File: src/rtl/core/fdcm_pkg.sv
// ----------------------------------------------------------------------------
// fdcm_pkg
// Shared widths, register indexes and the controller/datapath interface types
// of the frequency and duty capture meter.
// ----------------------------------------------------------------------------
package fdcm_pkg;

    localparam int FREQ_W    = 27;
    localparam int DUTY_W    = 7;
    localparam int WAIT_W    = 20;
    localparam int CFG_IDX_W = 2;

    localparam logic [DUTY_W-1:0]    DUTY_FULL       = 7'd100;
    localparam logic [WAIT_W-1:0]    WAIT_MAX        = 20'hFFFFF;
    localparam logic [FREQ_W-1:0]    CLOCK_FREQ_RST  = 27'd16000000;
    localparam logic [WAIT_W-1:0]    TIMEOUT_RST     = 20'd100000;

    localparam logic [CFG_IDX_W-1:0] CFG_CLOCK_FREQ  = 2'd0;
    localparam logic [CFG_IDX_W-1:0] CFG_TIMEOUT     = 2'd1;

    // commands from the controller to the datapath
    typedef struct packed {
        logic accept;        // input beat taken this cycle
        logic cap_first;     // capture count at first rising edge
        logic cap_fall;      // capture count at falling edge
        logic cap_rise2;     // latch period and scaled high time
        logic clr_wait;
        logic inc_wait;
        logic div_start;
        logic div_sel_duty;  // divider operands: 0 frequency, 1 duty
        logic latch_freq;
        logic load_timeout;
        logic load_meas;
    } t_dp_cmd;

    // status from the datapath to the controller
    typedef struct packed {
        logic rise;
        logic fall;
        logic period_zero;
        logic wait_expire;
        logic out_free;
        logic div_busy;
    } t_dp_sts;

endpackage

File: src/rtl/core/fdcm_div.sv
// ----------------------------------------------------------------------------
// fdcm_div
// Restoring unsigned divider, one quotient bit per cycle. The quotient holds
// after the last step until the next start.
// ----------------------------------------------------------------------------
module fdcm_div #(
    parameter int DW = 27,
    parameter int VW = 16
) (
    input  logic          i_clk,
    input  logic          i_rst_n,
    input  logic          i_start,
    input  logic [DW-1:0] i_dividend,
    input  logic [VW-1:0] i_divisor,
    output logic          o_busy,
    output logic [DW-1:0] o_quotient
);

    localparam int CW = $clog2(DW + 1);

    logic          r_busy;
    logic [CW-1:0] r_cnt;
    logic [VW-1:0] r_rem;
    logic [VW-1:0] r_div;
    logic [DW-1:0] r_quo;

    logic [VW:0]   trial;
    logic [VW:0]   diff;
    logic          ge;

    assign trial = {r_rem, r_quo[DW-1]};
    assign ge    = trial >= {1'b0, r_div};
    assign diff  = trial - {1'b0, r_div};

    always_ff @(posedge i_clk) begin
        if (!i_rst_n) begin
            r_busy <= 1'b0;
            r_cnt  <= '0;
        end else if (i_start) begin
            r_busy <= 1'b1;
            r_cnt  <= CW'(DW);
            r_rem  <= '0;
            r_div  <= i_divisor;
            r_quo  <= i_dividend;
        end else if (r_busy) begin
            r_rem <= ge ? diff[VW-1:0] : trial[VW-1:0];
            r_quo <= {r_quo[DW-2:0], ge};
            r_cnt <= r_cnt - CW'(1);
            if (r_cnt == CW'(1)) begin
                r_busy <= 1'b0;
            end
        end
    end

    assign o_busy     = r_busy;
    assign o_quotient = r_quo;

endmodule

File: src/rtl/core/fdcm_dp.sv
// ----------------------------------------------------------------------------
// fdcm_dp
// Datapath: tick counter, edge detect, capture registers, wait counter,
// configuration registers, divider and the output register.
// ----------------------------------------------------------------------------
module fdcm_dp
    import fdcm_pkg::*;
#(
    parameter int CB = 16
) (
    input  logic                 i_clk,
    input  logic                 i_rst_n,
    input  t_dp_cmd              i_cmd,
    output t_dp_sts              o_sts,
    input  logic                 i_pin_level,
    input  logic                 i_cfg_valid,
    input  logic [CFG_IDX_W-1:0] i_cfg_index,
    input  logic [FREQ_W-1:0]    i_cfg_data,
    output logic                 o_out_valid,
    input  logic                 i_out_ready,
    output logic [FREQ_W-1:0]    o_freq_hz,
    output logic [DUTY_W-1:0]    o_duty_percent,
    output logic                 o_timed_out
);

    localparam int HW = CB + DUTY_W;
    localparam int DW = (HW > FREQ_W) ? HW : FREQ_W;

    logic [FREQ_W-1:0] r_clock_freq;
    logic [WAIT_W-1:0] r_timeout;
    logic [CB-1:0]     r_tick;
    logic              r_last;
    logic [CB-1:0]     r_first;
    logic [CB-1:0]     r_fall;
    logic [WAIT_W-1:0] r_wait;
    logic [CB-1:0]     r_period;
    logic [HW-1:0]     r_high100;
    logic [FREQ_W-1:0] r_freq;
    logic              r_out_valid;
    logic [FREQ_W-1:0] r_out_freq;
    logic [DUTY_W-1:0] r_out_duty;
    logic              r_out_to;

    logic [CB-1:0]     period;
    logic [CB-1:0]     high;
    logic [WAIT_W-1:0] wait_inc;
    logic [DW-1:0]     div_dividend;
    logic [CB-1:0]     div_divisor;
    logic              div_busy;
    logic [DW-1:0]     div_quo;
    logic [DUTY_W-1:0] duty_sat;

    assign period   = r_tick - r_first;
    assign high     = r_fall - r_first;
    assign wait_inc = (r_wait < WAIT_MAX) ? r_wait + WAIT_W'(1) : r_wait;

    assign div_dividend = i_cmd.div_sel_duty ? DW'(r_high100) : DW'(r_clock_freq);
    assign div_divisor  = i_cmd.div_sel_duty ? r_period : period;
    assign duty_sat     = (div_quo > DW'(DUTY_FULL)) ? DUTY_FULL : div_quo[DUTY_W-1:0];

    fdcm_div #(
        .DW (DW),
        .VW (CB)
    ) u_div (
        .i_clk      (i_clk),
        .i_rst_n    (i_rst_n),
        .i_start    (i_cmd.div_start),
        .i_dividend (div_dividend),
        .i_divisor  (div_divisor),
        .o_busy     (div_busy),
        .o_quotient (div_quo)
    );

    always_comb begin
        o_sts.rise        = !r_last && i_pin_level;
        o_sts.fall        = r_last && !i_pin_level;
        o_sts.period_zero = (period == '0);
        o_sts.wait_expire = (wait_inc >= r_timeout);
        o_sts.out_free    = !r_out_valid || i_out_ready;
        o_sts.div_busy    = div_busy;
    end

    always_ff @(posedge i_clk) begin
        if (!i_rst_n) begin
            r_clock_freq <= CLOCK_FREQ_RST;
            r_timeout    <= TIMEOUT_RST;
        end else if (i_cfg_valid) begin
            if (i_cfg_index == CFG_CLOCK_FREQ) begin
                r_clock_freq <= i_cfg_data;
            end else if (i_cfg_index == CFG_TIMEOUT) begin
                r_timeout <= i_cfg_data[WAIT_W-1:0];
            end
        end
    end

    always_ff @(posedge i_clk) begin
        if (!i_rst_n) begin
            r_tick  <= '0;
            r_last  <= 1'b0;
            r_first <= '0;
            r_fall  <= '0;
            r_wait  <= '0;
        end else begin
            if (i_cmd.accept) begin
                r_tick <= r_tick + CB'(1);
                r_last <= i_pin_level;
            end
            if (i_cmd.cap_first) begin
                r_first <= r_tick;
            end
            if (i_cmd.cap_fall) begin
                r_fall <= r_tick;
            end
            if (i_cmd.clr_wait) begin
                r_wait <= '0;
            end else if (i_cmd.inc_wait) begin
                r_wait <= wait_inc;
            end
        end
    end

    always_ff @(posedge i_clk) begin
        if (i_cmd.cap_rise2) begin
            r_period  <= period;
            r_high100 <= HW'(high) * HW'(DUTY_FULL);
        end
        if (i_cmd.latch_freq) begin
            r_freq <= div_quo[FREQ_W-1:0];
        end
    end

    // output register: hold the beat until the receiver takes it
    always_ff @(posedge i_clk) begin
        if (!i_rst_n) begin
            r_out_valid <= 1'b0;
        end else if (i_cmd.load_timeout || i_cmd.load_meas) begin
            r_out_valid <= 1'b1;
        end else if (i_out_ready) begin
            r_out_valid <= 1'b0;
        end
        if (i_cmd.load_timeout) begin
            r_out_freq <= '0;
            r_out_duty <= '0;
            r_out_to   <= 1'b1;
        end else if (i_cmd.load_meas) begin
            r_out_freq <= r_freq;
            r_out_duty <= duty_sat;
            r_out_to   <= 1'b0;
        end
    end

    assign o_out_valid    = r_out_valid;
    assign o_freq_hz      = r_out_freq;
    assign o_duty_percent = r_out_duty;
    assign o_timed_out    = r_out_to;

    a_one_load: assert property (@(posedge i_clk) disable iff (!i_rst_n)
        !(i_cmd.load_timeout && i_cmd.load_meas))
        else $error("timeout and measurement loaded together");

    a_wait_clear: assert property (@(posedge i_clk) disable iff (!i_rst_n)
        i_cmd.clr_wait |=> (r_wait == '0))
        else $error("wait counter not cleared");

    a_duty_range: assert property (@(posedge i_clk) disable iff (!i_rst_n)
        r_out_valid |-> (r_out_duty <= DUTY_FULL))
        else $error("duty above full scale");

    a_timeout_zero: assert property (@(posedge i_clk) disable iff (!i_rst_n)
        (r_out_valid && r_out_to) |-> (r_out_freq == '0 && r_out_duty == '0))
        else $error("timeout beat carries nonzero data");

    a_div_start: assert property (@(posedge i_clk) disable iff (!i_rst_n)
        i_cmd.div_start |=> div_busy)
        else $error("divider did not start");

endmodule

File: src/rtl/core/fdcm_ctrl.sv
// ----------------------------------------------------------------------------
// fdcm_ctrl
// Controller: edge wait sequence, timeout decision and division sequencing.
// ----------------------------------------------------------------------------
module fdcm_ctrl
    import fdcm_pkg::*;
(
    input  logic    i_clk,
    input  logic    i_rst_n,
    input  logic    i_in_valid,
    output logic    o_in_ready,
    input  t_dp_sts i_sts,
    output t_dp_cmd o_cmd
);

    typedef enum logic [2:0] {
        S_RISE1,
        S_FALL,
        S_RISE2,
        S_DIV_FREQ,
        S_DIV_DUTY
    } t_state;

    t_state r_state;
    t_state n_state;
    logic   wait_phase;
    logic   accept;
    logic   got;

    assign wait_phase = r_state inside {S_RISE1, S_FALL, S_RISE2};
    assign o_in_ready = wait_phase && i_sts.out_free;
    assign accept     = o_in_ready && i_in_valid;

    always_comb begin
        case (r_state)
            S_RISE1: got = i_sts.rise;
            S_FALL:  got = i_sts.fall;
            S_RISE2: got = i_sts.rise;
            default: got = 1'b0;
        endcase
    end

    always_comb begin
        o_cmd        = '0;
        o_cmd.accept = accept;
        n_state      = r_state;
        case (r_state)
            S_RISE1, S_FALL, S_RISE2: begin
                if (accept) begin
                    if (got) begin
                        o_cmd.clr_wait = 1'b1;
                        if (r_state == S_RISE1) begin
                            o_cmd.cap_first = 1'b1;
                            n_state         = S_FALL;
                        end else if (r_state == S_FALL) begin
                            o_cmd.cap_fall = 1'b1;
                            n_state        = S_RISE2;
                        end else if (i_sts.period_zero) begin
                            // drop the measurement, start over
                            n_state = S_RISE1;
                        end else begin
                            o_cmd.cap_rise2 = 1'b1;
                            o_cmd.div_start = 1'b1;
                            n_state         = S_DIV_FREQ;
                        end
                    end else if (i_sts.wait_expire) begin
                        o_cmd.clr_wait     = 1'b1;
                        o_cmd.load_timeout = 1'b1;
                        n_state            = S_RISE1;
                    end else begin
                        o_cmd.inc_wait = 1'b1;
                    end
                end
            end
            S_DIV_FREQ: begin
                if (!i_sts.div_busy) begin
                    o_cmd.latch_freq   = 1'b1;
                    o_cmd.div_start    = 1'b1;
                    o_cmd.div_sel_duty = 1'b1;
                    n_state            = S_DIV_DUTY;
                end
            end
            S_DIV_DUTY: begin
                o_cmd.div_sel_duty = 1'b1;
                if (!i_sts.div_busy && i_sts.out_free) begin
                    o_cmd.load_meas = 1'b1;
                    n_state         = S_RISE1;
                end
            end
            default: n_state = S_RISE1;
        endcase
    end

    always_ff @(posedge i_clk) begin
        if (!i_rst_n) begin
            r_state <= S_RISE1;
        end else begin
            r_state <= n_state;
        end
    end

    a_accept_free: assert property (@(posedge i_clk) disable iff (!i_rst_n)
        accept |-> i_sts.out_free)
        else $error("beat accepted with output full");

    a_div_hold: assert property (@(posedge i_clk) disable iff (!i_rst_n)
        (r_state == S_DIV_FREQ || r_state == S_DIV_DUTY) |-> !o_in_ready)
        else $error("input taken during division");

    a_rise2_div: assert property (@(posedge i_clk) disable iff (!i_rst_n)
        (o_cmd.cap_rise2) |=> (r_state == S_DIV_FREQ))
        else $error("division not entered after closing edge");

endmodule

File: src/rtl/core/freq_duty_capture_meter.sv
// ----------------------------------------------------------------------------
// freq_duty_capture_meter
// Input-capture frequency and duty meter built from a controller, a datapath
// and a shared bit-serial divider.
// ----------------------------------------------------------------------------
// Each input beat on i_in_* is one timer tick with the sampled pin level.
// The meter waits for a rising, a falling and a second rising edge,
// capturing a free-running COUNTER_BITS counter at each, then divides the
// configured clock rate by the period and the scaled high time by the period.
// Results leave on o_out_* as one beat: freq_hz, duty_percent, timed_out.
// Config writes (index 0 clock rate, index 1 timeout) use i_cfg_*; the port
// is always ready; the user must write it only while the meter is idle, and
// the block does not enforce it. Throughput: one tick per cycle while
// waiting for edges and the output register is free. After the closing
// edge the input stalls for two divisions, one quotient bit per cycle each.
// The measurement beat is loaded once the duty division ends and the output
// register is free; a timeout beat is valid in the cycle after its tick.
// The output register holds one result; a new tick is taken while it waits
// as long as the receiver takes it in the same cycle or it is empty.
// Reset (synchronous, active low) clears counters and the edge sequence and
// restores the register defaults.
// ----------------------------------------------------------------------------
module freq_duty_capture_meter
    import fdcm_pkg::*;
#(
    parameter int COUNTER_BITS = 16
) (
    input  logic                 i_clk,
    input  logic                 i_rst_n,
    input  logic                 i_in_valid,
    output logic                 o_in_ready,
    input  logic                 i_pin_level,
    input  logic                 i_cfg_valid,
    output logic                 o_cfg_ready,
    input  logic [CFG_IDX_W-1:0] i_cfg_index,
    input  logic [FREQ_W-1:0]    i_cfg_data,
    output logic                 o_out_valid,
    input  logic                 i_out_ready,
    output logic [FREQ_W-1:0]    o_freq_hz,
    output logic [DUTY_W-1:0]    o_duty_percent,
    output logic                 o_timed_out
);

    t_dp_cmd cmd;
    t_dp_sts sts;

    assign o_cfg_ready = 1'b1;

    fdcm_ctrl u_ctrl (
        .i_clk      (i_clk),
        .i_rst_n    (i_rst_n),
        .i_in_valid (i_in_valid),
        .o_in_ready (o_in_ready),
        .i_sts      (sts),
        .o_cmd      (cmd)
    );

    fdcm_dp #(
        .CB (COUNTER_BITS)
    ) u_dp (
        .i_clk          (i_clk),
        .i_rst_n        (i_rst_n),
        .i_cmd          (cmd),
        .o_sts          (sts),
        .i_pin_level    (i_pin_level),
        .i_cfg_valid    (i_cfg_valid),
        .i_cfg_index    (i_cfg_index),
        .i_cfg_data     (i_cfg_data),
        .o_out_valid    (o_out_valid),
        .i_out_ready    (i_out_ready),
        .o_freq_hz      (o_freq_hz),
        .o_duty_percent (o_duty_percent),
        .o_timed_out    (o_timed_out)
    );

endmodule
File: config.mk
export PLATFORM = sky130hd
export DESIGN_NAME = freq_duty_capture_meter
export DESIGN_NICKNAME = d
export VERILOG_FILES = /design/src/rtl/core/fdcm_pkg.sv /design/src/rtl/core/fdcm_div.sv /design/src/rtl/core/fdcm_dp.sv /design/src/rtl/core/fdcm_ctrl.sv /design/src/rtl/core/freq_duty_capture_meter.sv
export SDC_FILE = /design/constraint.sdc
export NUM_CORES = 1
export LEC_CHECK = 0
export ABC_AREA = 0
export BUFFER_PORTS_ARGS = -buffer_cell sky130_fd_sc_hd__clkbuf_2
export CAP_MARGIN = 20
export CORE_ASPECT_RATIO = 1.5
export CORE_UTILIZATION = 53
export DETAILED_ROUTE_END_ITERATION = 6
export GPL_TIMING_DRIVEN = 0
export HOLD_SLACK_MARGIN = 0.15
export PLACE_DENSITY = 0.7
export SYNTH_ARGS = -nofsm -noshare
export SYNTH_HDL_FRONTEND = slang
export SYNTH_SLANG_ARGS = --single-unit
File: constraint.sdc
create_clock -name i_clk -period 12.2 [get_ports i_clk]
set_clock_uncertainty 0.1 [all_clocks]
set_input_delay 0.61 -clock i_clk [delete_from_list [all_inputs] [get_ports i_clk]]
set_output_delay 0.61 -clock i_clk [all_outputs]
set_load 0.1 [all_outputs]
==> key figures <==
Yosys
  – Mapped Area: 15800 sq um
  – Post-synth top area share: a little under a quarter
  – Sequential-to-total area share from yosys stat: ~44%
  – Syn. warnings: 0
  – Ranking of synthesized cells by area: edfxtp_1, dfxtp_1, ha_1, nand2_1, a21oi_1
  – Synth Net Count: 1887
  – FF+latch count, synth: about 280
  – Synth Flop Type: dfxtp_1
  – Number of enable flip-flop cells after synthesis: 123
  – Largest area contributor in the netlist: edfxtp_1
  – Post-Synthesis Cells: 1716
  – Syn_area_per_cell: 9.19 sq um
  – Async SR Flop Fraction: 0%
  – Post-synth cell types: 86

Cells and area
  – # fillers: 2598
  – Final instance area: 17500 sq um
  – Antenna cell count: 0
  – Most common cell after layout, fill and taps aside: nand2_1
  – Layout cells sized above 1: about a tenth
  – Most frequent cells in the layout: nand2_1, a21oi_1, dfxtp_1, inv_1
  – Area growth syn-to-layout: 11.2%
  – Fin nets: about 2.0k

Place
  – Final HPWL DP: 29200 um
  – Placed instance area: roughly 17000 sq um
  – Placer Congestion: about 0.94
  – Port bufs: 71
  – DP Worst Slack: 6180 ps

Timing
  – Setup slack after layout: between 6000 and 7000 ps
  – Worst-Margin Slew: 986 ps
  – Final Max Slew Viols: 0
  – Setup violators final: 0
  – Slew headroom: 34.1%
  – Tcrit/Tclk final: 49.3%
  – Unrepaired setup endpoints after global routing: no
  – Max Freq: 166 MHz
  – Hold Fails Final Rpt: 0
  – Final min period: 6020 ps
  – TNS Setup: 0 ps

Detailed routing
  – Initial drt markers: slightly above 600
  – DR WL/cell: 16.8 um
  – Final ANT Viol Nets: 0
  – Drt first pass iters: 6
  – Vias per std cell: 5.55
  – Vias: about 12k
  – Post-Route WL: between 30000 and 40000 um
  – # DRC: 0

Die
  – I/O pins: 73
  – Std-Cell Rows: 77
  – Total core area: 29400 sq um
  – Die area: ~30000 sq um
  – Initial Util: 53.7%
  – Die H: about 210 um
  – Die X: about 140 um

Clocking
  – Htree depth: 1
  – Deepest clock path buffer count: 3
  – Clk Latency, worst-skew pair: 560 ps
  – Post-CTS resize count: 0
  – Post-CTS Setup Bufs: 0
  – Clock sinks: 284
  – TritonCTS clock tree: yes
  – Clock-pin slew on the worst setup and hold paths: 70 ps
  – CTS Hold Bufs: 0
  – Clock root cell: clkbuf_16
  – CTS Buf Count: 27

Setup path
  – Startpoint Class: flip-flop
  – Crit Path Category: flip-flop to flip-flop
  – WP data arrival: between 6000 and 7000 ps
  – Reg2reg path depth: 24
  – CP Capture Type: flip-flop
  – R2r startpoint: u_dp.r_fall[0]
  – Worst-path fanout max: 5
  – Critical path launch point: u_dp.r_fall[0]
  – Crit path capture: u_dp.r_high100[21]
  – R2R Path End: u_dp.r_high100[21]
  – Worst Path Required: 12400 ps
  – R2R Setup Slk: just over 6000 ps

Power
  – Comb power frac: 9.7%
  – VDD IR max: 0.0903 mV
  – PD cells: 117 nW/um^2
  – Clock network power share: 40.9%
  – Lkg Pwr: a little over 0.007 uW
  – P_sw: 501 uW
  – Sw frac: 24.5%
  – Sequential share of power: 49.4%
  – Int Power: 1540 uW

Min path
  – HP Class: primary input to flip-flop
  – WHS Path Cells: 3

Run
  – Max-cap viol count: 0

Global routing
  – First-pass GRT wire length: ~60000 um
  – Initial antenna violation count: 0
  – Total gr overflow: 0
  – Vias in the first global route: about 12k
  – Overall track demand over capacity in global routing: 25.2%
  – Largest net degree at the start of global routing: 47

Outcome
  – Outcome: finished clean
## cells in the mapped netlist (5+ instances only)
library cell and instances:
mux2_2 8, o21ai_0 42, a21oi_1 164, nor2b_1 15
o211ai_1 12, and3_1 17, or4_1 7, xnor2_1 50
o21a_1 7, a221o_1 14, buf_6 5, mux2i_1 11
nand2b_1 8, ha_1 123, and2_1 31, o22ai_1 6
o21bai_1 7, nand3_1 48, nor3b_1 6, a221o_2 7
nor3_1 30, dfxtp_1 161, nand4_1 14, xor2_1 34
or3_1 10, o2111ai_1 6, o31ai_1 6, nor2_1 92
a21o_1 21, nor4_1 9, and4_1 7, clkbuf_1 69
a31o_2 10, inv_1 126, edfxtp_1 123, nand2_1 307
fa_1 13
## layout make-up
| type | count | area, sq um | area share [%] |
|---|---|---|---|
| plain buffers | 79 | 362 | 2.06 |
| repair buffers | 75 | 395 | 2.25 |
| well taps | 395 | 494 | 2.82 |
| inverters | 126 | 473 | 2.70 |
| multi-input cells | 1227 | 8020 | 45.7 |
| clock inverters | 10 | 110 | 0.628 |
| clock buffers | 40 | 764 | 4.36 |
| flip-flops and latches | 284 | 6920 | 39.4 |
## critical path, cell delays in order, from the launching register on
cell and delay [ps]:
dfxtp_1 320, inv_1 50, ha_1 220, fa_1 400
nor2b_1 120, o21ai_0 90, a21boi_0 270, o21ai_0 120
nand2b_1 130, a21oi_1 120, o21bai_1 170, xor2_1 470
ha_1 330, ha_1 280, inv_1 50, fa_1 520
inv_1 40, ha_1 350, and2_1 180, o21ai_0 150
o21ai_0 160, o41ai_1 570, o2111ai_1 240, a21oi_1 210
xnor2_1 80
## per-layer routing
layer | global-route usage, % | part of all wire, % | up-vias
met5 | 0 | 0 | -
met4 | 10.6 | 3.4 | 0
met3 | 2.96 | 3.9 | 73
met2 | 47.3 | 52 | 262
met1 | 28.7 | 41 | 5845
li1 | - | - | 6221
## state kept, by name, summed over array words and instances (netlist names)
signal,flops
u_dp.o_duty_percent,7
u_dp.u_div.r_rem,16
u_dp.r_timeout,20
u_dp.r_first,16
u_dp.r_fall,16
u_dp.r_period,16
u_dp.u_div.o_busy,1
u_dp.r_tick,16
u_dp.r_last,1
u_dp.o_out_valid,1
u_dp.o_freq_hz,27
u_dp.r_clock_freq,27
u_ctrl.r_state,3
u_dp.u_div.r_cnt,5
u_dp.r_wait,20
u_dp.r_high100,21
u_dp.u_div.r_div,16
u_dp.r_freq,27
u_dp.u_div.o_quotient,27
u_dp.o_timed_out,1
## kinds of logic (layout without fill, tap and decap cells)
logic type,after synthesis,count (layout),synth area share [%]
compound gates,352,352,14.5
xor+xnor,84,84,4.66
fa+ha+maj,136,136,11.4
buf+inv,205,330,5.29
flops,284,284,43.8
mux,19,19,1.27
other cells,1,1,0.0238
simple gates,635,635,19.0
## worst min path at each step
stage,start,end,slack (ps)
2_1_floorplan,u_dp.r_fall[0],u_dp.r_fall[0],340
3_3_place_gp,u_dp.o_timed_out,u_dp.o_timed_out,340
3_5_place_dp,u_dp.o_timed_out,u_dp.o_timed_out,340
4_1_cts,i_cfg_data[24],u_dp.r_clock_freq[24],180
5_1_grt,i_cfg_data[4],u_dp.r_clock_freq[4],200
6_report,i_cfg_data[24],u_dp.r_clock_freq[24],200
## power by group through the flow
stage	clock network [uW]	logic, uW	registers [uW]
detailed placement	0	197	1030
finish	837	198	1010
global route	892	217	1010
CTS	854	199	1010
floorplan	0	120	1050
global placement	0	194	1030
## per-stage QoR
| step | total power (uW) | hold WS [ps] | utilization [%] | std cells |
|---|---|---|---|---|
| after floorplan | 1170 | 336 | - | 1716 |
| after global placement | 1220 | 340 | 56.6 | 2182 |
| after detailed placement | 1230 | 342 | 56.7 | 2184 |
| after CTS | 2060 | 175 | 59.6 | 2234 |
| after global routing | 2120 | 195 | 59.7 | 2236 |
| final | 2050 | 196 | 59.7 | 2236 |
(Power assumes the default switching activity.)
